--- config.mk ---
export PLATFORM = sky130hd
export DESIGN_NAME = rsdz_div
export DESIGN_NICKNAME = d
export VERILOG_FILES = /design/src/hw/rtl/radial_stick_dead_zone_defines.svh /design/src/hw/rtl/rsdz_pkg.sv /design/src/hw/rtl/rsdz_div.sv
export SDC_FILE = /design/constraint.sdc
export NUM_CORES = 2
export LEC_CHECK = 0
export BUFFER_PORTS_ARGS = -buffer_cell sky130_fd_sc_hd__buf_2
export CAP_MARGIN = 20
export CORE_MARGIN = 2
export CORE_UTILIZATION = 59
export CTS_BUF_LIST = sky130_fd_sc_hd__clkbuf_8
export DETAILED_ROUTE_END_ITERATION = 12
export PLACE_DENSITY = 0.78
export SYNTH_ARGS = -nofsm -noshare
export SYNTH_HDL_FRONTEND = slang
export SYNTH_SLANG_ARGS = --single-unit
--- constraint.sdc ---
create_clock -name clk_i -period 3.5 [get_ports clk_i]
set_input_delay 0.35 -clock clk_i [delete_from_list [all_inputs] [get_ports clk_i]]
set_output_delay 0.35 -clock clk_i [all_outputs]
set_load 0.02 [all_outputs]
--- src/hw/rtl/radial_stick_dead_zone_defines.svh ---
// Assertion macros for the radial stick dead zone block.
// Used by the RTL files that carry concurrent checks; no other dependencies.
`ifndef RADIAL_STICK_DEAD_ZONE_DEFINES_SVH
`define RADIAL_STICK_DEAD_ZONE_DEFINES_SVH
`ifndef SYNTHESIS
`define RSDZ_ASSERT_IMPL(label, clk, rst_n, ante, cons) \
  label: assert property (@(posedge clk) disable iff (!rst_n) (ante) |-> (cons)) \
    else $error("assertion failed");
`define RSDZ_ASSERT_NEXT(label, clk, rst_n, ante, cons) \
  label: assert property (@(posedge clk) disable iff (!rst_n) (ante) |=> (cons)) \
    else $error("assertion failed");
`else
`define RSDZ_ASSERT_IMPL(label, clk, rst_n, ante, cons)
`define RSDZ_ASSERT_NEXT(label, clk, rst_n, ante, cons)
`endif
`endif

--- src/hw/rtl/rsdz_pkg.sv ---
// Shared types and constants for the radial stick dead zone block.
// No dependencies.
`timescale 1ns / 1ps
package rsdz_pkg;
  localparam int AXIS_WIDTH = 16;
  localparam int OUT_W      = 16;
  localparam int RAD_W      = 16;
  localparam int SQ_W       = 2 * RAD_W;
  localparam int REM_W      = RAD_W + 2;
  localparam int SQRT_STEPS = SQ_W / 2;
  localparam int Q_W        = 15;
  localparam int DVS_W      = 2 * RAD_W;
  localparam int NUM_W      = DVS_W + Q_W;
  localparam int ADDR_W     = 3;
  localparam int DATA_W     = 32;

  localparam int ST_SQ      = 1;
  localparam int ST_SUM     = 2;
  localparam int ST_RT0     = 3;
  localparam int ST_PA      = ST_RT0 + SQRT_STEPS;
  localparam int ST_PB      = ST_PA + 1;
  localparam int ST_PC      = ST_PB + 1;
  localparam int ST_DIV0    = ST_PC + 1;
  localparam int ST_OUT     = ST_DIV0 + Q_W;
  localparam int NUM_STAGES = ST_OUT + 1;

  localparam logic [RAD_W-1:0] DZ_RESET = 16'd8000;
  localparam logic [RAD_W-1:0] FS_RESET = 16'd30000;

  typedef enum logic {
    REG_DEAD_ZONE  = 1'b0,
    REG_FULL_SCALE = 1'b1
  } reg_idx_e;

  typedef struct packed {
    logic neg_x;
    logic neg_y;
    logic dead;
    logic zero;
  } rsdz_side_t;
endpackage

--- src/hw/rtl/rsdz_div.sv ---
// Pipelined restoring divider, one quotient bit per stage.
// Depends on rsdz_pkg.
`timescale 1ns / 1ps
module rsdz_div
  import rsdz_pkg::*;
(
  input  logic             clk_i,
  input  logic             en_i,
  input  logic [NUM_W-1:0] dividend_i,
  input  logic [DVS_W-1:0] divisor_i,
  output logic [Q_W-1:0]   quot_o
);
  logic [NUM_W-1:0] rem_q [Q_W];
  logic [DVS_W-1:0] dvs_q [Q_W];
  logic [Q_W-1:0]   quo_q [Q_W];

  for (genvar j = 0; j < Q_W; j++) begin : g_stage
    logic [NUM_W-1:0] rem_in, trial, rem_d;
    logic [DVS_W-1:0] dvs_in;
    logic [Q_W-1:0]   quo_in, quo_d;
    if (j == 0) begin : g_first
      assign rem_in = dividend_i;
      assign dvs_in = divisor_i;
      assign quo_in = '0;
    end else begin : g_next
      assign rem_in = rem_q[j-1];
      assign dvs_in = dvs_q[j-1];
      assign quo_in = quo_q[j-1];
    end
    always_comb begin
      trial = NUM_W'(dvs_in) << (Q_W - 1 - j);
      if (rem_in >= trial) begin
        rem_d = rem_in - trial;
        quo_d = {quo_in[Q_W-2:0], 1'b1};
      end else begin
        rem_d = rem_in;
        quo_d = {quo_in[Q_W-2:0], 1'b0};
      end
    end
    always_ff @(posedge clk_i) begin
      if (en_i) begin
        rem_q[j] <= rem_d;
        dvs_q[j] <= dvs_in;
        quo_q[j] <= quo_d;
      end
    end
  end

  assign quot_o = quo_q[Q_W-1];
endmodule
==> flow_metrics.py <==
metrics = {
    "synthesis": {
        "yosysMostFrequentCell": "edfxtp_1",
        "synth-simple-area-share": 0.113,
        "synthDistinctLibCells": 97,
        "ys_ff_latch": 1226,
        "synth_commonest_cells": "edfxtp_1, inv_1, nand2_1",
        "synth_edf_count": 1226,
        "ys_warn_count": 0,
        "synthMuxAreaShare": 0.00812,
        "synth_top_family_by_area": "compound AO/OA/AOI/OAI gates",
        "synthCells": 6430,
        "yosys-top-cells-area": "edfxtp_1, ha_1, o21ai_0, a21oi_1, inv_1",
        "synthXorXnorAreaFrac": 0.0600,
        "syn_avg_cell_area_um2": 10.8,
        "ys.flop_type": "edfxtp_1",
        "synth_top_area_frac": 0.529,
        "yosys.area.top_type": "edfxtp_1",
        "syn_nets": 7005,
        "async_reset_ff_frac": 0,
        "yosys.area_share.adder": 0.0903,
        "syn-cell-area_mm2": 0.0696,
        "synth-compound-area-share": 0.157,
        "ys_seq_area_frac": 0.529,
    },
    "setup_path": {
        "path_delay_family": "compound AO/OA/AOI/OAI gates",
        "max_stage_delay_ps": 440,
        "crit_fanout": 4,
        "path_class": "register to register",
        "reg2reg_depth": 18,
        "rr_endpoint": "rem_q[1][134]",
        "end_kind": "register",
        "crit_arrival_ps": 4700,
        "worstSetupStartpointType": "register",
        "cp_cell_sequence": "inv_2 -> ha_4 -> inv_2 -> fa_2 -> a211oi_4 -> o21ai_2 -> a32oi_1 -> buf_4 -> a21oi_2 -> o41ai_2 -> buf_4 -> a21boi_4 -> o41ai_4 -> o31ai_2 -> or4_4 -> buf_6 -> nor4_4 -> xor2_1",
        "path_buf_inv": 5,
        "slowest_stage": "or4_4",
        "r2r-start": "rem_q[1][51]",
        "r2r_slack_ps": -540,
        "cp.required_ps": 4160,
    },
    "clocking": {
        "cts_buffers": 200,
        "clkTransAtPathRegs_ps": 60,
        "root_buffer": "clkbuf_8",
        "clkLatencyLatePin_ps": 940,
        "cts_tree": "done",
        "clockBufferDepth": 3,
        "cts.sinks": 1226,
        "h-tree-depth": 4,
    },
    "routing": {
        "ant_nets": 0,
        "drt_iter0_markers": 2545,
        "wire_per_inst_um": 19.0,
        "vias_per_cell": 5.70,
        "drc": 0,
        "wirelength_mm": 174,
        "drtPass1Iterations": 5,
        "vias": 52342,
    },
    "pwr": {
        "power_density_mw_per_mm2": 781,
        "power_w": 0.0665,
        "p_int_w": 0.0417,
        "clockPowerShare": 0.173,
        "power_frac_comb": 0.475,
        "swShare": 0.374,
        "pwr-share-seq": 0.352,
        "p_leak_nw": 35.5,
        "power.net_switching_w": 0.0249,
        "peakVddDrop_mv": 0.509,
    },
    "grt": {
        "grt_remaining_overflow": 0,
        "grtUsageTotal": 0.279,
        "grt_pass1_wl_mm": 265,
        "grt_max_degree": 119,
        "first_global_vias": 53232,
        "antenna_found_initial": 2,
    },
    "floorplan": {
        "io_pins": 96,
        "start_util": 0.592,
        "core_area_mm2": 0.118,
        "rows": 126,
        "die-width_um": 348,
        "die_area_mm2": 0.121,
        "die_height_um": 348,
    },
    "run_status": {
        "status": "finished with violations",
        "violations": "setup timing",
    },
    "timing": {
        "fin_crit_sh": 1.15,
        "min_period_ps": 4040,
        "max_freq_ghz": 0.248,
        "tightest_slew_ps": 750,
        "relSlewSlack": 0.493,
        "hold_viol": 0,
        "rsz0062_at_grt": "true",
        "skew_ps": 38.2,
        "setup_viol": 84,
        "drv_slew": 0,
        "layout_setup_ws_ps": -539,
    },
    "layout": {
        "syn2layout_area_growth_pct": 22.3,
        "drive_above_1_share": 0.209,
        "finish.utilization": 0.724,
        "fin_nets": 8061,
    },
    "min_path": {
        "worstHoldStart": "dividend_i[7]",
        "min_path_type": "primary input to register",
        "holdPathEnd": "rem_q[0][7]",
        "hold_depth": 2,
    },
    "placed_design": {
        "hpwl_mm": 127,
        "gp_congestion": 0.974,
        "portBuffers": 95,
    },
    "flow_run": {
        "maxCapViolCount": 0,
    },
}
-- routing by layer --
| metal | up-vias | GRT usage | wire (µm) |
|---|---|---|---|
| li1 | 25676 | - | - |
| met1 | 24726 | 0.249 | 57000 |
| met2 | 1351 | 0.561 | 97800 |
| met3 | 589 | 0.0362 | 5470 |
| met4 | 0 | 0.203 | 13900 |
| met5 | - | 0 | 0 |
-- final cells by class --
class                           instances  area, µm²
Tap cell                             1536       1920
Clock inverter                        163        913
Inverter                              615       2320
Sequential cell                      1226      36800
Antenna cell                            2       5.00
Fill cell                            8152      32400
Multi-Input combinational cell       4412      31700
Timing Repair Buffer                 1031       8770
Clock buffer                          200       2750
-- power groups by stage --
stage | Combinational (W) | Clock (W) | Sequential [W]
after detailed placement | 0.0288 | 0 | 0.0235
after floorplan | 0.0194 | 0 | 0.0228
after CTS | 0.0302 | 0.0118 | 0.0233
after global placement | 0.0282 | 0 | 0.0235
final | 0.0316 | 0.0115 | 0.0234
after global routing | 0.0347 | 0.0124 | 0.0238
-- registers in the layout, indices dropped and copies added (netlist names) --
| signal | count |
|---|---|
| rem_q | 658 |
| dvs_q | 448 |
| quo_q | 120 |
-- worst max path at each step --
stage                       startpoint       endpoint  slack (ps)  cells after the start
after floorplan           rem_q[1][51]  rem_q[1][140]        -160                     15
after global placement    rem_q[1][51]  rem_q[1][140]        -640                     16
after detailed placement  rem_q[1][51]  rem_q[1][140]        -680                     16
after CTS                 rem_q[1][51]  rem_q[1][140]        -500                     17
after global routing      rem_q[1][51]  rem_q[1][134]        -700                     18
final                     rem_q[1][51]  rem_q[1][134]        -540                     18
-- layout by cell type, fill, tap and decap left out, types with 113 or more instances in the layout --
cell type,netlist,layout
a21o_1,279,277
nand3_1,118,113
inv_1,613,662
clkbuf_8,0,200
nand2_1,586,578
edfxtp_1,1226,1226
o21ai_0,508,455
buf_4,1,756
a21oi_1,489,428
ha_1,480,470
xor2_1,238,238
xnor2_1,237,235
nor2_1,334,301
-- timing repair --
action,4_1_cts,5_1_grt
pin swaps,88,107
hold buffers,80,0
setup endpoints to repair,329,439
hold endpoints to repair,109,0
setup buffers,59,60
cloned,15,10
resized for setup,275,233
-- cell families after synthesis --
family          Yosys count
buf+inv                 792
compound gates         1756
xor+xnor                476
simple gates           1635
fa+ha+maj               494
flops                  1226
mux                      51
-- worst reg2reg max path, cell delays in order (launching register included) --
cell	delay, ps
edfxtp_1	380
inv_2	100
ha_4	140
inv_2	30
fa_2	360
a211oi_4	260
o21ai_2	100
a32oi_1	220
buf_4	170
a21oi_2	60
o41ai_2	270
buf_4	180
a21boi_4	60
o41ai_4	370
o31ai_2	120
or4_4	440
buf_6	160
nor4_4	260
xor2_1	100
-- through the flow --
step	hold slack, ps	TNS, ps	setup slack, ps	instance area (µm²)	instances
finish	153	-14430	-539	85200	9185
global route	110	-33350	-696	85200	9185
CTS	52.3	-10080	-496	83700	9131
detailed placement	405	-39810	-681	77300	8617
global placement	400	-17260	-636	77300	8617
floorplan	400	-159	-159	69600	6430
No activity file was read; power rests on OpenSTA's default activity.
